[config.mk]
export PLATFORM = sky130hd
export DESIGN_NAME = ext2bm_cdiv
export DESIGN_NICKNAME = d
export VERILOG_FILES = /design/src/sv/ext2bm_pkg.sv /design/src/sv/ext2bm_cdiv.sv
export SDC_FILE = /design/constraint.sdc
export NUM_CORES = 2
export LEC_CHECK = 0
export ABC_AREA = 1
export BUFFER_PORTS_ARGS = -buffer_cell sky130_fd_sc_hd__buf_2
export CAP_MARGIN = 20
export CORE_ASPECT_RATIO = 1.25
export CORE_MARGIN = 5
export CORE_UTILIZATION = 35
export CTS_BUF_LIST = sky130_fd_sc_hd__clkbuf_8 sky130_fd_sc_hd__clkbuf_16
export CTS_CLUSTER_DIAMETER = 120
export DETAILED_ROUTE_END_ITERATION = 8
export GPL_TIMING_DRIVEN = 0
export PLACE_DENSITY_LB_ADDON = 0.12
export REMOVE_ABC_BUFFERS = 1
export SLEW_MARGIN = 20
export SYNTH_ARGS = -nofsm -noshare
export SYNTH_HDL_FRONTEND = slang
export SYNTH_SLANG_ARGS = --single-unit
[constraint.sdc]
create_clock -name i_clk -period 7.1 [get_ports i_clk]
set_clock_uncertainty 0.05 [all_clocks]
set_input_delay 1.775 -clock i_clk [delete_from_list [all_inputs] [get_ports i_clk]]
set_output_delay 1.775 -clock i_clk [all_outputs]
set_load 0.005 [all_outputs]
[src/sv/ext2bm_pkg.sv]
// ext2bm_pkg: shared types, constants and reciprocal tables for the ext2 block map calculator.
// Used by ext2bm_front, ext2bm_cdiv and ext2_block_map_calc. No dependencies.
package ext2bm_pkg;

    typedef enum logic [1:0] {
        CMD_MAP     = 2'd0,
        CMD_COUNT   = 2'd1,
        CMD_CONTENT = 2'd2,
        CMD_NOP     = 2'd3
    } t_cmd;

    // Range of a count/content operand against the indirect tiers
    typedef enum logic [1:0] {
        ZN_NONE   = 2'd0,
        ZN_SINGLE = 2'd1,
        ZN_DOUBLE = 2'd2,
        ZN_TRIPLE = 2'd3
    } t_zone;

    localparam logic [2:0] TIER_DIRECT = 3'd0;
    localparam logic [2:0] TIER_SINGLE = 3'd1;
    localparam logic [2:0] TIER_DOUBLE = 3'd2;
    localparam logic [2:0] TIER_TRIPLE = 3'd3;
    localparam logic [2:0] TIER_BEYOND = 3'd4;

    localparam logic [3:0] SLOT_SINGLE = 4'd12;
    localparam logic [3:0] SLOT_DOUBLE = 4'd13;
    localparam logic [3:0] SLOT_TRIPLE = 4'd14;

    localparam logic [3:0] SH_MIN    = 4'd8;
    localparam logic [3:0] SH_MAX    = 4'd10;
    localparam logic [3:0] SH_SECTOR = 4'd7;
    localparam logic [3:0] SH_RESET  = 4'd8;

    localparam int DIV_W   = 21;   // widest divisor p*p+p+1
    localparam int RECIP_W = 24;   // floor(2^32 / divisor)
    localparam int QUO_W   = 24;

    localparam logic [DIV_W-1:0] DIVP_8  = 21'd257;
    localparam logic [DIV_W-1:0] DIVP_9  = 21'd513;
    localparam logic [DIV_W-1:0] DIVP_10 = 21'd1025;
    localparam logic [DIV_W-1:0] DIVG_8  = 21'd65793;
    localparam logic [DIV_W-1:0] DIVG_9  = 21'd262657;
    localparam logic [DIV_W-1:0] DIVG_10 = 21'd1049601;

    localparam logic [RECIP_W-1:0] RECP_8  = 24'(33'h1_0000_0000 / 33'd257);
    localparam logic [RECIP_W-1:0] RECP_9  = 24'(33'h1_0000_0000 / 33'd513);
    localparam logic [RECIP_W-1:0] RECP_10 = 24'(33'h1_0000_0000 / 33'd1025);
    localparam logic [RECIP_W-1:0] RECG_8  = 24'(33'h1_0000_0000 / 33'd65793);
    localparam logic [RECIP_W-1:0] RECG_9  = 24'(33'h1_0000_0000 / 33'd262657);
    localparam logic [RECIP_W-1:0] RECG_10 = 24'(33'h1_0000_0000 / 33'd1049601);

    typedef struct packed {
        t_cmd        cmd;
        logic [3:0]  sh;
        logic [2:0]  tier;
        logic [3:0]  slot;
        logic [9:0]  idx1;
        logic [9:0]  idx2;
        logic [9:0]  idx3;
        logic [31:0] n;
        t_zone       zone;
        logic [32:0] acc;
        logic [10:0] aux;
        logic [QUO_W-1:0] q1;
    } t_item;

    // Divisor p+1 (grp=0) or p*p+p+1 (grp=1) for a clamped shift
    function automatic logic [DIV_W-1:0] f_divisor(input logic [3:0] sh, input logic grp);
        logic [DIV_W-1:0] d;
        unique case (sh)
            4'd8:    d = grp ? DIVG_8 : DIVP_8;
            4'd9:    d = grp ? DIVG_9 : DIVP_9;
            default: d = grp ? DIVG_10 : DIVP_10;
        endcase
        return d;
    endfunction

    function automatic logic [RECIP_W-1:0] f_recip(input logic [3:0] sh, input logic grp);
        logic [RECIP_W-1:0] m;
        unique case (sh)
            4'd8:    m = grp ? RECG_8 : RECP_8;
            4'd9:    m = grp ? RECG_9 : RECP_9;
            default: m = grp ? RECG_10 : RECP_10;
        endcase
        return m;
    endfunction

endpackage

[src/sv/ext2bm_cdiv.sv]
// ext2bm_cdiv: three-stage divider of a 32-bit value by a small constant divisor.
// Reciprocal multiply, back-multiply, one correction step. Uses ext2bm_pkg.
module ext2bm_cdiv (
    input  logic                           i_clk,
    input  logic [31:0]                    i_x,
    input  logic [ext2bm_pkg::DIV_W-1:0]   i_d,
    input  logic [ext2bm_pkg::RECIP_W-1:0] i_m,
    output logic [ext2bm_pkg::QUO_W-1:0]   o_q,
    output logic [ext2bm_pkg::DIV_W-1:0]   o_rem
);
    import ext2bm_pkg::*;

    localparam int PROD_W = 32 + RECIP_W;
    localparam int QD_W   = QUO_W + DIV_W;

    logic [PROD_W-1:0] r_a_prod;
    logic [31:0]       r_a_x;
    logic [DIV_W-1:0]  r_a_d;

    logic [QUO_W-1:0]  r_b_q;
    logic [31:0]       r_b_qd;
    logic [31:0]       r_b_x;
    logic [DIV_W-1:0]  r_b_d;

    logic [QUO_W-1:0]  n_b_q;
    logic [QD_W-1:0]   n_b_qd;
    logic [31:0]       diff_full;
    logic [DIV_W:0]    diff;
    logic [QUO_W-1:0]  n_q;
    logic [DIV_W-1:0]  n_rem;

    // Estimate is the true quotient or one below it
    always_comb begin
        n_b_q     = r_a_prod[PROD_W-1:32];
        n_b_qd    = {{DIV_W{1'b0}}, n_b_q} * {{QUO_W{1'b0}}, r_a_d};
        diff_full = r_b_x - r_b_qd;
        diff      = diff_full[DIV_W:0];
        if (diff >= {1'b0, r_b_d}) begin
            n_q   = r_b_q + QUO_W'(1);
            n_rem = DIV_W'(diff - {1'b0, r_b_d});
        end else begin
            n_q   = r_b_q;
            n_rem = diff[DIV_W-1:0];
        end
    end

    always_ff @(posedge i_clk) begin
        r_a_prod <= {{RECIP_W{1'b0}}, i_x} * {{32{1'b0}}, i_m};
        r_a_x    <= i_x;
        r_a_d    <= i_d;
        r_b_q    <= n_b_q;
        r_b_qd   <= n_b_qd[31:0];
        r_b_x    <= r_a_x;
        r_b_d    <= r_a_d;
        o_q      <= n_q;
        o_rem    <= n_rem;
    end

endmodule

# Word-level counts from Yosys, hierarchy flattened
# Cells that the tools add are included.
totals:
  romBits: 0
  latchBits: 0
  register_bits: 233
  output_inout_bits: 45
  ram_bits: 0
  input_bits: 78
  elab_cells: 17
  mem_count: 0
op_classes:
  n_mux: 2
  shift: 0
  bitwise_logic: 0
  eq_ne: 0
  n_mul: 2
  n_div: 0
  n_reduce_logical: 0
  n_addsub: 3
  magnitude_cmp: 1
op_table:
  columns: ["cell", "count"]
  rows:
  - ["multiplier 32 x 24 -> 56 bit", 1]
  - ["adder 24 x 1 -> 24 bit (second input constant)", 1]
  - ["multiplier 24 x 21 -> 22 bit", 1]
  - ["two-way mux 24 bit", 1]
  - [">= comparator 22 x 21 -> 1 bit", 1]
  - ["subtractor 22 bit", 1]
  - ["two-way mux 21 bit", 1]
  - ["subtractor 21 bit", 1]

# Logic depth before layout (Yosys ltp)
logic_depth:
  ltp_word: 3
  mapped_depth: 31
  mapped_depth_nobuf: 29

# Least setup slack after synthesis
# Ideal clock, no wire load.
synth_timing:
  kind: "in2reg"
  startpoint: "input port i_x[27]"
  endpoint: "register r_a_prod[49]"
  setup_ns: 0.112
  path_slack_ns: -0.259
  arrival_time_ns: 7.197
  t_required_ns: 6.938
  path_stages: 25
  n_path_buf: 1
  cell_sequence: "clkbuf_1 nand2_1 fa_1 inv_1 fa_1 inv_1 fa_1 inv_1 fa_1 fa_1 fa_1 inv_1 fa_1 inv_1 ha_1 nand2_1 nor2_1 inv_1 nor2_1 inv_1 nor3_1 nand2_1 or2_2 nand3_1 nand2_1"
synth_between:
  elab_chain_cells: 1
synth_rtl:
  columns: ["element", "line_no", "rtl"]
  rows:
  - ["from (decl)", "ext2bm_cdiv.sv:5", "input logic [31:0] i_x,"]
  - ["multiplier 32 x 24 -> 56 bit", "ext2bm_cdiv.sv:48", "r_a_prod <= {{RECIP_W{1'b0}}, i_x} * {{32{1'b0}}, i_m};"]
  - ["to (signal assigned)", "ext2bm_cdiv.sv:48", null]
  - ["to (decl)", "ext2bm_cdiv.sv:16", "logic [PROD_W-1:0] r_a_prod;"]
# Every way passes these cells.

# Worst setup path after layout
layout_timing:
  startpoint: "input port i_m[5] (netlist name)"
  endpoint: "register r_a_prod[50]"
layout_between:
  elab_chain_cells: 1
layout_rtl:
  columns: ["element", "line_no", "rtl"]
  rows:
  - ["from (decl)", "ext2bm_cdiv.sv:7", "input logic [ext2bm_pkg::RECIP_W-1:0] i_m,"]
  - ["multiplier 32 x 24 -> 56 bit", "ext2bm_cdiv.sv:48", null]
# Every way passes these cells.

==> summary.txt <==
Timing
  • Endpoints failing setup: 0
  • Final Cycle Share: between 90 and 100%
  • RSZ-0062 raised after global routing: yes
  • Final Max Slew Viols: 0
  • Peak Freq: 143 MHz
  • Measured slew at the worst slew-check pin: 1.08 ns
  • Hold Fails Final Rpt: 0
  • Max-Slew Margin vs Limit: between 20% and 30%
  • Fin crit period: ~7 ns

Synth
  • Simple-Gate Fraction of Synth Area: 17.8%
  • Synth top area share: 40.9%
  • Synthesis Warnings: 0
  • Post-synthesis xor/xnor area fraction: under 10%
  • Multiplexer area fraction after synthesis: 0%
  • Yosys reg bits: about 200
  • Post-synthesis cell type count: 39
  • Area leader, netlist: fa_1
  • Compound-Gate Fraction of Synth Area: 4.01%
  • Seq/Total Area, Yosys: 9.87%
  • Avg Cell Area, Syn: between 7 and 8 µm²
  • Cell Area, Synth: 40,800 µm²
  • Synth Instances: ~5,300
  • Main combinational cell family by area after synthesis: adder cells
  • Post-Synth Adder-Cell Area: about 50%
  • Ranking of synthesized cells by area: fa_1 (41%), inv_1 (14%), nand2_1 (14%)

Clock network
  • Clock Tree Buf Depth: 3
  • TritonCTS buffer count: 22
  • Clock Latency Late Sink: approximately 0.54 ns
  • H-tree depth: 1
  • Clock sinks: around 200
  • Clock root buffer: clkbuf_16
  • Reg clk slew, reported paths: roughly 0.070 ns
  • TritonCTS clock tree: yes
  • Hold buffer count at CTS: 0

Worst setup path
  • Critical path class: in -> reg
  • Worst Setup End Kind: flop
  • Arr. time, crit path: about 7.4 ns
  • CP Launch Type: input pin
  • Worst reg2reg startpoint: r_a_d[8]
  • CP Max Fanout: 16
  • WP data required: about 7.5 ns
  • Crit Reg-Reg Endpoint: r_b_qd[21]
  • Reg2reg setup slack: between 0.3 and 0.4 ns
  • Reg2Reg Depth: 21

Route
  • Remaining DRCs: 0
  • Drt pass-1 iters: 5
  • Routed wire per std cell: ~20 µm
  • Vias: between 30,000 and 40,000
  • Drt via density: around 4.7
  • Total wire length: ~140,000 µm
  • Post-DRT Antenna Nets: 0
  • Initial DRC Count: ~1,700

Global route
  • M3 GR Usage: roughly 1.0%
  • Largest net degree at the start of global routing: 46
  • Top Usage Layer GRT: met2
  • Antenna violations before repair: 5
  • Vias in the first global route: about 35,000
  • GRT met1 Usage: between 20 and 25%
  • Met2 Resource Use GR: between 40% and 50%
  • Gr usage total: between 20 and 25%
  • First-pass GRT wire length: around 200,000 µm
  • Total gr overflow: 0

Floorplanning
  • CORE AREA: 116,000 µm²
  • Row cnt: 140
  • Die X: ~320 µm
  • IO Pins: ~120
  • Effective utilization at floorplan: 35.1%
  • Die area: 123,000 µm²
  • Chip height: 392 µm

Layout
  • Design area: about 46,000 µm²
  • Fin nets: between 6,000 and 7,000
  • Share of cells above drive strength 1: 8.05%
  • Area delta synth->final: 13.8%
  • Commonest non-fill, non-tap cell in the layout: inv_1
  • Commonest non-fill, non-tap cells in the layout: inv_1 (1,552), nand2_1 (1,433), fa_1 (813), ha_1 (267), dfxtp_1 (187)
  • Post-layout util: roughly 40%
  • N_diodes: 0

Flow run
  • Number of max-cap violations: 0

Placement
  • Post-DP HPWL: 97,600 µm
  • IO Port Bufs: between 100 and 150
  • RePlAce Congestion: 0.877
  • Placed Area: between 40,000 and 50,000 µm²

Min path
  • Worst Hold Class: reg -> reg
  • Hold Crit Start: r_a_x[18]
  • Hold Path Sink: r_b_x[18]
  • Hold depth: 0

Outcome
  • Run status: complete, no violations
cells in the mapped netlist (all sizes together):
library cell,number
a21boi,2
a21o,9
a21oi,151
a31o,1
a31oi,7
and2,2
and3,2
buf,19
clkbuf,176
dfxtp,201
fa,833
ha,292
inv,1571
nand2,1471
nand3,131
nand3b,4
nand4,29
nor2,163
nor3,34
nor3b,1
nor4,5
o2111ai,2
o211ai,7
o21a,10
o21ai,93
o21bai,9
o221ai,1
o311ai,1
o31ai,4
or2,2
xnor2,32
xor2,65
cells by family after synthesis:
logic type / count (synthesis)
and+or+nand+nor: 1844
xor gates and xnor gates: 97
adders and majority gates: 1125
AOI/OAI and AO/OA: 297
DFF: 201
buffers and inverters: 1766
how the worst max path moves through the flow:
stage	cells past startpoint	slack (ns)	end	startpoint
final	24	0.11	r_a_prod[50]	i_m[5]
after global routing	23	-0.03	r_a_prod[51]	i_x[26]
after CTS	23	-0.01	r_a_prod[51]	i_m[9]
after detailed placement	24	-1.46	r_a_prod[47]	i_m[3]
after global placement	24	-1.43	r_a_prod[47]	i_m[3]
after floorplan	24	0.06	r_a_prod[49]	i_x[27]
critical path, cell delays in order:
cell and delay (ns):
buf_16 0.15, nand2_1 0.09, fa_1 0.58, inv_1 0.07, fa_1 0.61, inv_1 0.09, fa_2 0.58, fa_1 0.43
inv_2 0.09, fa_2 0.47, fa_1 0.50, inv_1 0.05, fa_1 0.47, inv_1 0.06, ha_4 0.28, nand2_2 0.09
o21ai_1 0.25, a21oi_2 0.07, o21bai_1 0.20, inv_1 0.08, nor2_2 0.15, nor2_1 0.08, nand3_1 0.10, nand2_2 0.07
metrics by stage:
step	TNS, ns	instances	setup slack, ns	hold WS, ns
2_1_floorplan	0	5135	0.0578	0.260
3_3_place_gp	-31.50	6819	-1.43	0.261
4_1_cts	-0.0229	6869	-0.0126	0.276
3_5_place_dp	-31.72	6822	-1.46	0.262
5_1_grt	-0.0953	6905	-0.0318	0.279
6_report	0	6905	0.108	0.276
area by class of cell:
type | count | area (µm²)
clock buffer | 25 | 603
clock inverter | 15 | 139
fill | 12201 | 69800
inverter | 1571 | 5900
multi-input combinational | 3363 | 31100
sequential | 201 | 4040
tap | 1562 | 1950
timing repair buffer | 168 | 2640
what timing repair did:
item | in CTS | in global routing
buffers inserted | 2 | 9
resized for setup | 257 | 277
pin swaps | 9 | 67
gates cloned | 5 | 26
setup endpoints to repair | 24 | 25
sequential cells by signal, summed over array words and instances, names as in the netlist:
name and count:
r_b_qd 22, r_a_prod 24, r_b_q 24, o_rem 21, o_q 24, r_b_d 21
r_a_x 22, r_b_x 22, r_a_d 21
layer usage:
metal  wire length (µm)  up-vias
met3               5260      196
met5                  0        -
met4               5000        0
met1              53700    16319
li1                   -    15175
met2              72400      695
Power is left out: the tool's default activity adds up to more than one toggle a clock period on the data nets, which glitch-free logic cannot reach.
