**src/sv/ext2bm_pkg.sv**
```systemverilog
// ext2bm_pkg: shared types, constants and reciprocal tables for the ext2 block map calculator.
// Used by ext2bm_front, ext2bm_cdiv and ext2_block_map_calc. No dependencies.
package ext2bm_pkg;

    typedef enum logic [1:0] {
        CMD_MAP     = 2'd0,
        CMD_COUNT   = 2'd1,
        CMD_CONTENT = 2'd2,
        CMD_NOP     = 2'd3
    } t_cmd;

    // Range of a count/content operand against the indirect tiers
    typedef enum logic [1:0] {
        ZN_NONE   = 2'd0,
        ZN_SINGLE = 2'd1,
        ZN_DOUBLE = 2'd2,
        ZN_TRIPLE = 2'd3
    } t_zone;

    localparam logic [2:0] TIER_DIRECT = 3'd0;
    localparam logic [2:0] TIER_SINGLE = 3'd1;
    localparam logic [2:0] TIER_DOUBLE = 3'd2;
    localparam logic [2:0] TIER_TRIPLE = 3'd3;
    localparam logic [2:0] TIER_BEYOND = 3'd4;

    localparam logic [3:0] SLOT_SINGLE = 4'd12;
    localparam logic [3:0] SLOT_DOUBLE = 4'd13;
    localparam logic [3:0] SLOT_TRIPLE = 4'd14;

    localparam logic [3:0] SH_MIN    = 4'd8;
    localparam logic [3:0] SH_MAX    = 4'd10;
    localparam logic [3:0] SH_SECTOR = 4'd7;
    localparam logic [3:0] SH_RESET  = 4'd8;

    localparam int DIV_W   = 21;   // widest divisor p*p+p+1
    localparam int RECIP_W = 24;   // floor(2^32 / divisor)
    localparam int QUO_W   = 24;

    localparam logic [DIV_W-1:0] DIVP_8  = 21'd257;
    localparam logic [DIV_W-1:0] DIVP_9  = 21'd513;
    localparam logic [DIV_W-1:0] DIVP_10 = 21'd1025;
    localparam logic [DIV_W-1:0] DIVG_8  = 21'd65793;
    localparam logic [DIV_W-1:0] DIVG_9  = 21'd262657;
    localparam logic [DIV_W-1:0] DIVG_10 = 21'd1049601;

    localparam logic [RECIP_W-1:0] RECP_8  = 24'(33'h1_0000_0000 / 33'd257);
    localparam logic [RECIP_W-1:0] RECP_9  = 24'(33'h1_0000_0000 / 33'd513);
    localparam logic [RECIP_W-1:0] RECP_10 = 24'(33'h1_0000_0000 / 33'd1025);
    localparam logic [RECIP_W-1:0] RECG_8  = 24'(33'h1_0000_0000 / 33'd65793);
    localparam logic [RECIP_W-1:0] RECG_9  = 24'(33'h1_0000_0000 / 33'd262657);
    localparam logic [RECIP_W-1:0] RECG_10 = 24'(33'h1_0000_0000 / 33'd1049601);

    typedef struct packed {
        t_cmd        cmd;
        logic [3:0]  sh;
        logic [2:0]  tier;
        logic [3:0]  slot;
        logic [9:0]  idx1;
        logic [9:0]  idx2;
        logic [9:0]  idx3;
        logic [31:0] n;
        t_zone       zone;
        logic [32:0] acc;
        logic [10:0] aux;
        logic [QUO_W-1:0] q1;
    } t_item;

    // Divisor p+1 (grp=0) or p*p+p+1 (grp=1) for a clamped shift
    function automatic logic [DIV_W-1:0] f_divisor(input logic [3:0] sh, input logic grp);
        logic [DIV_W-1:0] d;
        unique case (sh)
            4'd8:    d = grp ? DIVG_8 : DIVP_8;
            4'd9:    d = grp ? DIVG_9 : DIVP_9;
            default: d = grp ? DIVG_10 : DIVP_10;
        endcase
        return d;
    endfunction

    function automatic logic [RECIP_W-1:0] f_recip(input logic [3:0] sh, input logic grp);
        logic [RECIP_W-1:0] m;
        unique case (sh)
            4'd8:    m = grp ? RECG_8 : RECP_8;
            4'd9:    m = grp ? RECG_9 : RECP_9;
            default: m = grp ? RECG_10 : RECP_10;
        endcase
        return m;
    endfunction

endpackage

```
**src/sv/ext2bm_front.sv**
```systemverilog
// ext2bm_front: first pipeline stage; clamps the shift, resolves map paths and
// classifies count/content operands into tiers. Uses ext2bm_pkg.
module ext2bm_front (
    input  logic                  i_clk,
    input  logic                  i_rst_n,
    input  logic                  i_valid,
    input  logic [1:0]            i_command,
    input  logic [31:0]           i_operand,
    input  logic [3:0]            i_ptr_shift,
    output logic                  o_valid,
    output ext2bm_pkg::t_item     o_item
);
    import ext2bm_pkg::*;

    logic [3:0]  sh;
    logic [4:0]  sh2;
    logic [32:0] p33;
    logic [32:0] pp33;
    logic [32:0] ppp33;
    logic [32:0] m33;
    logic [32:0] off;
    logic [32:0] b1;
    logic [32:0] b2;
    logic [32:0] b3;
    logic [32:0] rm;
    logic [31:0] nc;
    logic [32:0] nc33;
    logic [31:0] p32;
    logic [31:0] pp32;
    t_item       n_item;

    always_comb begin
        priority if (i_ptr_shift < SH_MIN) begin
            sh = SH_MIN;
        end else if (i_ptr_shift > SH_MAX) begin
            sh = SH_MAX;
        end else begin
            sh = i_ptr_shift;
        end
        sh2   = {sh, 1'b0};
        p33   = 33'd1 << sh;
        pp33  = 33'd1 << sh2;
        ppp33 = 33'd1 << (sh2 + 5'(sh));
        m33   = p33 - 33'd1;
        off   = {1'b0, i_operand};
        b1    = 33'd12 + p33;
        b2    = b1 + pp33;
        b3    = b2 + ppp33;
        nc    = i_operand >> (sh - SH_SECTOR);
        nc33  = {1'b0, nc};
        p32   = p33[31:0];
        pp32  = pp33[31:0];
        rm    = '0;

        n_item      = '0;
        n_item.cmd  = t_cmd'(i_command);
        n_item.sh   = sh;
        n_item.zone = ZN_NONE;

        // Map path
        priority if (off < 33'd12) begin
            n_item.tier = TIER_DIRECT;
            n_item.slot = i_operand[3:0];
        end else if (off < b1) begin
            n_item.tier = TIER_SINGLE;
            n_item.slot = SLOT_SINGLE;
            n_item.idx1 = 10'(off - 33'd12);
        end else if (off < b2) begin
            rm          = off - b1;
            n_item.tier = TIER_DOUBLE;
            n_item.slot = SLOT_DOUBLE;
            n_item.idx1 = 10'((rm >> sh) & m33);
            n_item.idx2 = 10'(rm & m33);
        end else if (off < b3) begin
            rm          = off - b2;
            n_item.tier = TIER_TRIPLE;
            n_item.slot = SLOT_TRIPLE;
            n_item.idx1 = 10'((rm >> sh2) & m33);
            n_item.idx2 = 10'((rm >> sh) & m33);
            n_item.idx3 = 10'(rm & m33);
        end else begin
            n_item.tier = TIER_BEYOND;
        end

        if (n_item.cmd == CMD_CONTENT) begin
            n_item.n = nc;
            priority if (nc33 <= 33'd12) begin
                n_item.zone = ZN_NONE;
            end else if (nc33 <= 33'd13 + p33) begin
                n_item.zone = ZN_SINGLE;
            end else if (nc33 <= 33'd14 + p33 + p33 + pp33) begin
                n_item.zone = ZN_DOUBLE;
                n_item.acc  = {1'b0, nc - 32'd15 - p32};
            end else begin
                n_item.zone = ZN_TRIPLE;
                n_item.acc  = {1'b0, nc - 32'd16 - p32 - p32 - pp32};
            end
        end else begin
            n_item.n = i_operand;
            priority if (off <= 33'd12) begin
                n_item.zone = ZN_NONE;
            end else if (off <= b1) begin
                n_item.zone = ZN_SINGLE;
            end else if (off <= b2) begin
                n_item.zone = ZN_DOUBLE;
                n_item.acc  = off - b1;
            end else begin
                n_item.zone = ZN_TRIPLE;
                n_item.acc  = off - b2;
            end
        end
    end

    always_ff @(posedge i_clk) begin
        if (!i_rst_n) begin
            o_valid <= 1'b0;
        end else begin
            o_valid <= i_valid;
        end
        o_item <= n_item;
    end

endmodule

```
**config.mk**
```make
export PLATFORM = sky130hd
export DESIGN_NAME = ext2bm_front
export DESIGN_NICKNAME = d
export VERILOG_FILES = /design/src/sv/ext2bm_pkg.sv /design/src/sv/ext2bm_front.sv
export SDC_FILE = /design/constraint.sdc
export NUM_CORES = 1
export LEC_CHECK = 0
export ABC_AREA = 1
export BUFFER_PORTS_ARGS = -buffer_cell sky130_fd_sc_hd__buf_2
export CORE_MARGIN = 10
export CORE_UTILIZATION = 40
export DETAILED_ROUTE_END_ITERATION = 10
export PLACE_DENSITY_LB_ADDON = 0.1
export SLEW_MARGIN = 15
export SYNTH_ARGS = -nofsm -noshare
export SYNTH_HDL_FRONTEND = slang
export SYNTH_SLANG_ARGS = --single-unit
```
**constraint.sdc**
```tcl
create_clock -name i_clk -period 4.4 [get_ports i_clk]
set_input_delay 0.22 -clock i_clk [delete_from_list [all_inputs] [get_ports i_clk]]
set_output_delay 0.22 -clock i_clk [all_outputs]
set_load 0.02 [all_outputs]
```
; ---- Word-level counts from Yosys, hierarchy flattened
; Cells that the tools add are included.
[word_totals]
register_bits = 111
inputBits = 41
output_inout_bits = 146
wordCells = 79
[op_classes]
add_sub_neg = 19
magnitude_cmp = 12
n_eq_ne = 1
shift = 7
n_mux = 18
bitwise_logic = 6
n_reduce_logical = 3
[op_table]
columns = op, count
row1 = 33-bit adder, 4
row2 = 32-bit by 33-bit less-or-equal comparator with 1-bit output, 4
row3 = 33-bit 2-to-1 mux, 4
row4 = 32-bit subtractor, 4
row5 = 34-bit 2-to-1 mux, 3
row6 = "4-bit by 33-bit adder with 33-bit output, first input constant", 3
row7 = 32-bit by 33-bit < comparator with 1-bit output, 3
row8 = 67-bit 2-to-1 mux, 1
row9 = "1-bit by 5-bit << shifter with 33-bit output, first input constant", 2
row10 = 33-bit by 4-bit right shift with 10-bit output, 2
row11 = 32-bit by 33-bit subtractor with 33-bit output, 2
row12 = "32-bit by 4-bit less-or-equal comparator with 1-bit output, second input constant", 2
row13 = 10-bit AND, 5
row14 = "1-bit by 4-bit << shifter with 33-bit output, first input constant", 1
row15 = 33-bit by 5-bit right shift with 10-bit output, 1
row16 = "32-bit by 4-bit < comparator with 1-bit output, second input constant", 1
row17 = 32-bit by 4-bit right shift with 32-bit output, 1
row18 = "32-bit by 4-bit subtractor with 32-bit output, second input constant", 1
row19 = "32-bit by 5-bit subtractor with 32-bit output, second input constant", 1
row20 = 26-bit 2-to-1 mux, 1
row21 = 15-bit 2-to-1 mux, 1
row22 = 4-bit 2-to-1 mux, 3
row23 = "10-bit by 1-bit subtractor with 10-bit output, second input constant", 1
row24 = "10-bit by 4-bit subtractor with 10-bit output, second input constant", 1
row25 = 11 further kinds, 14

; ---- Longest topological paths before layout
; Gate-level depths: netlist (run 1).
[depth]
word_depth = 13
ltp_mapped = 37
ltp_nobuf = 36

; ---- Least setup slack after synthesis (run 1)
; No wires, ideal clock.
[synth_timing]
path_kind = input to register
from = input i_ptr_shift[2]
to = register o_item[58] in the netlist's numbering
setup_ns = 0.113
t_arrival_ns = 3.873
t_required_ns = 4.287
slack_ns = 0.414
stages = 26
n_path_buf = 2
path_cell_list = nor2_2 nand2_4 buf_6 buf_6 o21ai_1 nand2_1 o21ai_1 o21a_1 inv_2 fa_1 ha_1 nand2_1 o21ai_0 nand2_1 nand2_1 a21boi_0 o21ai_0 a21boi_0 o21ai_0 nand2_1 nand2_1 nand2_1 nand2_1 nand3_1 nand3_1 nand2_1
[synth_rtl]
columns = element, line_no
row1 = from (decl), ext2bm_front.sv:9  ; input logic [3:0] i_ptr_shift,
row2 = to (signal assigned), ext2bm_front.sv:120  ; o_item <= n_item;
row3 = to (decl), ext2bm_front.sv:11  ; output ext2bm_pkg::t_item o_item

==> results of run 1 <==
-- layout make-up --
| class | count | area (µm²) |
|---|---|---|
| fill | 4601 | 22200 |
| multi-input combinational | 2237 | 13000 |
| sequential | 111 | 2220 |
| timing repair buffer | 291 | 1880 |
| inverter | 377 | 1420 |
| tap | 539 | 674 |
| clock buffer | 10 | 229 |
| clock inverter | 6 | 70.1 |
| antenna | 2 | 5.00 |
-- kinds of logic after synthesis --
kind of cell | share of synthesized area, %
muxes | 0.119
DFF | 13.2
and+or+nand+nor | 31.0
adders and majority gates | 19.5
other | 0.0447
xor gates and xnor gates | 6.67
AOI/OAI and AO/OA | 16.9
buffers and inverters | 12.6
-- flip-flops by register name, indices dropped and copies added (netlist names) --
name     count
o_valid      1
o_item     110
-- per-layer routing --
metal	part of all wire, %	vias to the layer above	track usage (%)	wire length [µm]
met3	6.9	97	3.77	5120
met1	46	8799	39.3	34000
met2	43	705	44.2	31900
met4	3.9	0	11.9	2890
li1	-	9379	-	-
met5	0	-	0	0
-- power by group through the flow --
stage / registers [mW] / logic (mW) / clock network (mW)
floorplan: 1.41 / 2.47 / 0
global placement: 1.26 / 3.96 / 0
detailed placement: 1.26 / 3.97 / 0
CTS: 1.24 / 3.99 / 0.925
global route: 1.24 / 4.54 / 0.945
finish: 1.23 / 4.10 / 0.886
-- worst min path at each step --
| stage | slack, ns | to | start |
|---|---|---|---|
| final | 0.24 | o_item[98] | i_operand[28] |
| after global placement | 0.34 | o_item[144] | i_command[1] |
| after CTS | 0.21 | o_item[98] | i_operand[28] |
| after global routing | 0.27 | o_item[98] | i_operand[28] |
| after detailed placement | 0.34 | o_item[144] | i_command[1] |
| after floorplan | 0.25 | o_item[143] | i_command[0] |
-- stage by stage --
stage | setup WS, ns | setup TNS [ns] | hold WS [ns] | util (%) | instance area [µm²]
global placement | -0.0351 | -0.0358 | 0.340 | 45.9 | 19200
CTS | 0.326 | 0 | 0.210 | 46.7 | 19500
finish | 0.330 | 0 | 0.245 | 46.8 | 19500
floorplan | 0.414 | 0 | 0.248 | - | 17400
global route | 0.00349 | 0 | 0.266 | 46.8 | 19500
detailed placement | -0.0875 | -0.292 | 0.340 | 45.9 | 19200
-- cell usage in the layout (no fill, tap or decap), types with 10 or more instances in the layout --
| cell | count |
|---|---|
| dfxtp_1 | 111 |
| xor2_1 | 88 |
| a31oi_1 | 10 |
| ha_1 | 244 |
| a21o_1 | 15 |
| fa_1 | 11 |
| nor2_1 | 220 |
| xnor2_1 | 40 |
| nor4_1 | 15 |
| nand2_1 | 607 |
| o21ai_1 | 49 |
| inv_1 | 350 |
| buf_2 | 151 |
| nor3_1 | 56 |
| nand3_1 | 224 |
| inv_2 | 24 |
| buf_4 | 131 |
| o21ai_2 | 20 |
| conb_1 | 149 |
| a21oi_1 | 167 |
| o21ai_0 | 152 |
| nand4_1 | 36 |
| o211ai_1 | 27 |
-- what timing repair did --
item	CTS	global route
endpoints found under the hold margin	3	0
resized for setup	0	5
hold buffers	4	0
endpoints found under the setup margin	0	6
==> results.txt, run 1 <==
----------------------------------------------------
[Logic synthesis]
  Register bit total from synthesis ... between 100 and 150
  Share of flip-flops with an asynchronous set or reset ... 0%
  Cells after synthesis ... roughly 2,700
  Avg Synthesized Cell Area ... roughly 6.2 µm²
  Largest cells by area after synthesis ... ha_1 18%, nand2_1 14%, dfxtp_1 13%
  Commonest cells post-synth ... 608 x nand2_1, 351 x inv_1, 244 x ha_1, 224 x nand3_1, 220 x nor2_1
  Ys flop type ... dfxtp_1
  Area share of the largest cell type after synthesis ... 18.2%
  Count of yosys warnings during synthesis ... 0
  Count of distinct cell types in the synthesized netlist ... 61
  Sequential cell area fraction in the yosys report ... between 10% and 20%
  Most area-hungry cell type in the Yosys netlist ... ha_1
  Number of synthesized flops with an enable pin ... 0
  Top-count cell post-synth ... nand2_1
  Post-synth design cell area ... 16,800 µm²

[GRT]
  Maximum number of pins on one net before global-route repair ... between 40 and 50
  Global-route total usage across every layer ... between 20% and 30%
  Antenna violations before repair ... 1
  Via count of the first global-routing pass ... between 15,000 and 20,000
  Congestion Overflow GR ... 0
  Wire length of the first global-routing pass ... between 100,000 and 150,000 µm

[STA]
  Final max-slew violation count ... 0
  Min Clock Period, post-route ... 4.07 ns
  Tcrit/Tclk final ... roughly 90%
  RSZ-0062 raised after global routing ... no
  Headroom to the max-slew limit ... between 40 and 50%
  Final hold violations ... 0
  Endpoints failing setup ... 0
  Tightest Pin Transition ... 0.828 ns
  Fmax ... about 250 MHz

[Worst setup path]
  Worst Path Buf+Inv ... 6
  Worst path top cell family by delay ... simple AND/OR/NAND/NOR gates
  Worst path depth ... 25
  Required time worst endpoint ... about 4.7 ns
  Launch point of the critical path ... i_ptr_shift[3]
  Maximum single-stage delay on the critical path ... 0.45 ns
  CP Capture Point ... o_item[63]
  Class of the most critical setup path ... input port to flip-flop
  Critical path startpoint category ... input port
  Worst Path Max Fanout ... 42
  Crit end category ... flip-flop
  CP arrival ... 4.36 ns
  Standard cell with the maximum stage delay on the critical path ... buf_4

[Drt]
  Sum of routed wire length over all layers ... 73,900 µm
  Initial DRT Pass Iterations ... 5
  First-iteration detailed-routing DRC count ... 1,794
  Routed WL per cell ... around 21 µm
  Antenna Violating Nets Remaining ... 0
  Vias per Instance ... approximately 5.3
  Total DRC errors in the routed layout ... 0
  Routed vias ... 19,000

[Power and ir drop]
  Power per standard cell area ... ~320 nW/µm²
  Logic gate share of total power ... 66.0%
  Relative contribution of the clock network to total power ... 14.2%
  Highest ir drop seen on vdd ... 0.000164 V
  Switching share of power ... 51.2%
  Share of total power in sequential cells ... about a fifth
  Leakage power ... approximately 10 nW
  Internal power of the cells ... ~3.0 mW
  Power spent charging and discharging nets ... around 3.2 mW
  Total power after layout ... 6.22 mW

[Place]
  Placer congestion estimate ... 1.03
  Port buffer count ... 151
  Half-perimeter wire length after placement ... about 63,000 µm
  Total placed cells including tap cells ... ~3,600

[Layout]
  Fin cells ... approximately 3,600
  Area added between synthesis and finish ... 16.2%
  Nets@finish ... 3,323
  Share of layout cells above drive strength 1 ... between 10% and 20%

[Die]
  Chip width ... around 230 µm
  Total Die Area ... 50,600 µm²
  I/O pin total ... 187
  Y dimension of the die ... approximately 230 µm
  Core ar. ... between 40,000 and 50,000 µm²
  Std cell rows ... 75
  Initial cell density of the core ... between 40% and 50%

[Clock tree]
  TritonCTS clock tree ... yes
  Clock-pin transition on the worst setup and hold timing paths ... approximately 0.080 ns
  Clock Sinks ... approximately 110
  Setup Fix Bufs, Post-CTS ... 0
  Number of buffers inserted during clock tree synthesis ... 9
  CTS Root Cell ... clkbuf_16
  Number of levels the H-tree was split into ... 3
  Bufs on Longest Clock Path ... 2

[Status]
  Outcome ... finished clean

[Worst hold path]
  HP Class ... input port to flip-flop
  Instance count along the most critical hold path ... 3

[Run]
  Max-cap violations ... 0

----------------------------------------------------
Power figures use the tool's default switching activity.
==> inputs of run 2 (changes only) <==
PLACE_DENSITY = 0.59   (was not set)
PLACE_DENSITY_LB_ADDON = not set   (was 0.1)
==> results.txt, run 2 (synthesis results as in run 1) <==
----------------------------------------------------
[STA]
  Endpoints failing setup ... 0
  Sum of negative setup slack ... 0 ns
  Min Clock Period, post-route ... around 4.2 ns
  RSZ-0062 raised after global routing ... yes
  Final hold violations ... 0
  Headroom to the max-slew limit ... 34.7%
  Fmax ... 237 MHz
  Tcrit/Tclk final ... between 90% and 100%
  Tightest Pin Transition ... 0.978 ns
  Final max-slew violation count ... 0
  Smallest setup slack after layout ... around 0.19 ns

[Die]
  Core ar. ... approximately 42,000 µm²
  Total Die Area ... slightly above 50,000 µm²
  Std cell rows ... 75
  I/O pin total ... 187
  Initial cell density of the core ... between 40% and 50%
  Chip width ... roughly 230 µm
  Y dimension of the die ... 225 µm

[Run]
  Max-cap violations ... 0

[Layout]
  Commonest cells after routing, fill and taps aside ... 608 x nand2_1, 350 x inv_1, 244 x ha_1, 223 x nand3_1, 218 x nor2_1
  Most flop-heavy register ... o_item
  Share of layout cells above drive strength 1 ... a little under an eighth
  Final design instance area without fill ... 19,300 µm²
  Nets@finish ... 3,285
  Most common cell after layout, fill and taps aside ... nand2_1
  Post-route core utilization ... a little under half
  Largest registers ... o_item (110), o_valid (1)
  Area added between synthesis and finish ... 14.5%
  Fin cells ... approximately 3,500
  Fillers ... 4,489
  Largest register FFs ... 110

[Clock tree]
  Setup Fix Bufs, Post-CTS ... 0
  Clock-pin transition on the worst setup and hold timing paths ... about 0.1 ns
  Number of levels the H-tree was split into ... 3
  Number of buffers inserted during clock tree synthesis ... 9
  TritonCTS clock tree ... yes
  CTS Root Cell ... clkbuf_16
  Clock Sinks ... 111
  Bufs on Longest Clock Path ... 2

[Worst hold path]
  Instance count along the most critical hold path ... 3
  HP Class ... input port to flip-flop

[Drt]
  Vias per Instance ... 5.35
  Sum of routed wire length over all layers ... approximately 72,000 µm
  Total DRC errors in the routed layout ... 0
  Initial DRT Pass Iterations ... 6
  Routed vias ... roughly 19,000
  Routed WL per cell ... 20.4 µm
  First-iteration detailed-routing DRC count ... slightly above 2,000
  Antenna Violating Nets Remaining ... 0

[Place]
  Placer congestion estimate ... approximately 1.0
  Half-perimeter wire length after placement ... between 60,000 and 70,000 µm
  Port buffer count ... 151
  Total placed cells including tap cells ... ~3,500
  Cell Area, Placed ... 18,900 µm²
  Worst Setup Slack post-DPL ... -0.176 ns

[Worst setup path]
  Class of the most critical setup path ... input port to flip-flop
  Worst Path Max Fanout ... 11
  CP arrival ... about 4.5 ns
  Crit end category ... flip-flop
  Required time worst endpoint ... approximately 4.7 ns
  Critical path startpoint category ... input port

[GRT]
  Congestion Overflow GR ... 0
  Wire length of the first global-routing pass ... between 100,000 and 150,000 µm
  Maximum number of pins on one net before global-route repair ... 70
  Antenna violations before repair ... 3
  Global-route total usage across every layer ... roughly 28%
  Via count of the first global-routing pass ... ~18,000

[Power and ir drop]
  Highest ir drop seen on vdd ... around 0.00018 V
  Logic gate share of total power ... between 60% and 70%
  Switching share of power ... a little over half
  Internal power of the cells ... between 2 and 3 mW
  Power spent charging and discharging nets ... between 3 and 4 mW
  Power per standard cell area ... 319 nW/µm²
  Leakage power ... about 10 nW
  Share of total power in sequential cells ... 20.1%
  Relative contribution of the clock network to total power ... roughly 14%

[Status]
  Outcome ... finished clean

----------------------------------------------------
run 2: per-layer routing:
layer  wire, µm  track usage, %  vias up  part of all wire [%]
li1           -               -     9296                     -
met5         27               0        -                 0.037
met3       5790            4.29      140                   8.0
met2      31200            43.6      835                    43
met1      32000            37.0     8624                    44
met4       3230            11.6        4                   4.5
run 2: stage by stage:
step	total power [mW]	hold WS, ns
2_1_floorplan	3.88	0.248
5_1_grt	6.61	0.197
4_1_cts	6.04	0.169
3_3_place_gp	5.12	0.340
3_5_place_dp	5.14	0.343
6_report	6.14	0.171
run 2: cell type report:
type	count	area, µm²	area share [%]
diodes	1	2.50	0.0130
flip-flops and latches	111	2220	11.5
clock buffers	10	239	1.24
inverters	377	1420	7.37
multi-input cells	2237	13000	67.7
clock inverters	6	51.3	0.266
well taps	539	674	3.50
repair buffers	253	1600	8.32
run 2: worst paths after layout:
kind	start	to	slack, ns
worst max-delay path	i_ptr_shift[3]	o_item[63]	0.19
worst min-delay path	i_operand[4]	o_item[74]	0.17
run 2: worst max-delay path, cell delays in order:
cell and delay (ns):
buf_2 0.15, o21ai_4 0.08, inv_2 0.08, buf_4 0.17, ha_1 0.19, xor2_1 0.38
inv_1 0.08, ha_1 0.35, nand2_1 0.09, nor2_1 0.28, nand3_1 0.21, nand3_1 0.22
nand2_1 0.12, nand3_1 0.13, nand3_1 0.09, nand2_1 0.17, nand4_1 0.11, nand2_1 0.21
nor2_4 0.06, inv_2 0.07, nand2_1 0.13, inv_2 0.17, buf_4 0.20, buf_4 0.15
a21oi_1 0.06, o21ai_0 0.19, nand2_1 0.10
run 2: timing repair:
action / 4_1_cts / 5_1_grt
endpoints found under the hold margin: 3 / 0
hold buffers: 4 / 0
setup endpoints to repair: 0 / 8
gates resized for setup: 0 / 8
run 2: power by group through the flow:
stage | logic [mW] | clock network, mW | registers (mW)
floorplan | 2.47 | 0 | 1.41
global placement | 3.86 | 0 | 1.26
CTS | 3.90 | 0.899 | 1.24
finish | 4.02 | 0.879 | 1.24
detailed placement | 3.88 | 0 | 1.26
global route | 4.44 | 0.928 | 1.24
==> inputs of run 3 (changes only) <==
CORE_MARGIN = not set   (was 10)
==> results.txt, run 3 (synthesis results as in run 1) <==
----------------------------------------------------
[Drt]
  WL met2 ... around 29,000 µm
  Routed WL per cell ... approximately 20 µm
  Met1 wire length ... slightly above 30,000 µm
  Antenna Violating Nets Remaining ... 0
  Total DRC errors in the routed layout ... 10
  Sum of routed wire length over all layers ... around 69,000 µm
  Vias per Instance ... between 5 and 6
  Highest metal layer used by the detailed router ... met4
  Routed vias ... about 19,000
  WL met3 ... a little under 6000 µm
  First-iteration detailed-routing DRC count ... around 1,700
  Initial DRT Pass Iterations ... 11

[GRT]
  Global-route total usage across every layer ... a little under a third
  Congestion Overflow GR ... 0
  Antenna violations before repair ... 1
  Wire length of the first global-routing pass ... about 100,000 µm
  Maximum number of pins on one net before global-route repair ... 43
  Via count of the first global-routing pass ... roughly 18,000

[STA]
  Worst hold margin ... approximately 0.22 ns
  Fmax ... ~240 MHz
  Tcrit/Tclk final ... 94.7%
  Min Clock Period, post-route ... ~4.2 ns
  Final hold violations ... 0
  Final max-slew violation count ... 0
  Tightest Pin Transition ... 0.918 ns
  Endpoints failing setup ... 0
  Headroom to the max-slew limit ... between 30% and 40%
  RSZ-0062 raised after global routing ... no

[Layout]
  Post-route core utilization ... between 40% and 50%
  Diodes inserted ... 0
  Largest registers ... o_item (110), o_valid (1)
  Most common cell after layout, fill and taps aside ... nand2_1
  Commonest cells after routing, fill and taps aside ... 608 x nand2_1, 351 x inv_1, 244 x ha_1, 224 x nand3_1, 220 x nor2_1
  Largest register FFs ... between 100 and 150
  Share of layout cells above drive strength 1 ... about an eighth
  Area added between synthesis and finish ... 14.5%
  Nets@finish ... approximately 3,300
  Final design instance area without fill ... about 19,000 µm²
  Most flop-heavy register ... o_item

[Worst setup path]
  Worst Path Max Fanout ... 6
  Class of the most critical setup path ... input port to flip-flop
  Critical path startpoint category ... input port
  Crit end category ... flip-flop
  Required time worst endpoint ... 4.72 ns
  CP arrival ... around 4.5 ns

[Die]
  Initial cell density of the core ... a little over 40%
  I/O pin total ... approximately 190
  Std cell rows ... 74
  Chip width ... 207 µm
  Y dimension of the die ... 207 µm
  Core ar. ... 41,100 µm²
  Total Die Area ... between 40,000 and 50,000 µm²

[Run]
  Max-cap violations ... 0

[Clock tree]
  Clock-pin transition on the worst setup and hold timing paths ... approximately 0.09 ns
  Bufs on Longest Clock Path ... 2
  TritonCTS clock tree ... yes
  Number of levels the H-tree was split into ... 3
  Clock Sinks ... 111
  Number of buffers inserted during clock tree synthesis ... 9
  CTS Root Cell ... clkbuf_16

[Worst hold path]
  HP Class ... input port to flip-flop

[Place]
  Port buffer count ... 151
  Half-perimeter wire length after placement ... around 58,000 µm
  Placer congestion estimate ... about 1.0
  Cell Area, Placed ... between 15,000 and 20,000 µm²

[Power and ir drop]
  Highest ir drop seen on vdd ... 0.000169 V
  Total power after layout ... 6.12 mW
  Leakage power ... roughly 10 nW
  Power per standard cell area ... around 320 nW/µm²

[Status]
  Violations in the final reports ... DRC
  Outcome ... complete, but fails checks

----------------------------------------------------
==> run 3: cell types whose count changed in the layout (fill, tap and decap cells not counted), sizes merged <==
cell / previous run / this run
clkinv: 2 / 5
buf: 249 / 252
diode: 1 / 0
clkbuf: 10 / 9
clkinvlp: 3 / 0
inv: 378 / 379
==> run 3: area by class of cell <==
type                    count  area [µm²]
fillers                  4493       21900
multi-input cells        2237       13000
flip-flops and latches    111        2220
repair buffers            256        1620
inverters                 377        1420
well taps                 532         666
clock buffers               9         225
clock inverters             7        81.3
==> run 3: final timing paths <==
kind / from / endpoint / slack [ns] / depth (start not counted)
setup / recovery: i_ptr_shift[2] / o_item[130] / 0.23 / 20
hold / removal: i_operand[28] / o_item[98] / 0.22 / 3
==> run 3: repair_timing <==
| item | CTS | global route |
|---|---|---|
| endpoints found under the setup margin | 0 | 1 |
| gates resized for setup | 0 | 1 |
| hold endpoints to repair | 3 | 0 |
| setup buffers | 0 | 0 |
| hold buffers | 4 | 0 |
==> run 3: critical path: stages <==
cell and delay (ns):
buf_2 0.14, o21ai_4 0.19, inv_2 0.07, buf_4 0.18, nor2_1 0.48, ha_1 0.42
ha_1 0.26, xnor2_1 0.10, ha_1 0.30, nand4_1 0.16, nor2_1 0.07, o21ai_0 0.12
o211ai_1 0.25, nand2_1 0.15, nand3_1 0.09, nor2_1 0.35, nand2_1 0.28, nor2_1 0.29
nand3_1 0.17, a21oi_1 0.20
==> run 3: power breakdown <==
part	switching, mW	internal (mW)	leakage (nW)	total, mW
Combinational	2.63	1.38	9.03	4.01
Clock	0.483	0.407	0.150	0.890
Sequential	0.0709	1.15	0.926	1.23
Total	3.18	2.94	10.1	6.12
==> run 3: through the flow <==
step	std cells	setup TNS [ns]	setup WS, ns
detailed placement	3509	-0.141	-0.0820
floorplan	2846	0	0.414
finish	3529	0	0.232
global placement	3509	-0.0312	-0.0312
CTS	3529	0	0.350
global route	3529	0	0.0355
==> run 3: per-layer routing <==
metal  vias up  GRT usage, %
met1      8580          42.8
met3       119          6.29
met4         0          16.4
met2       816          48.4
li1       9317             -
met5         -             0
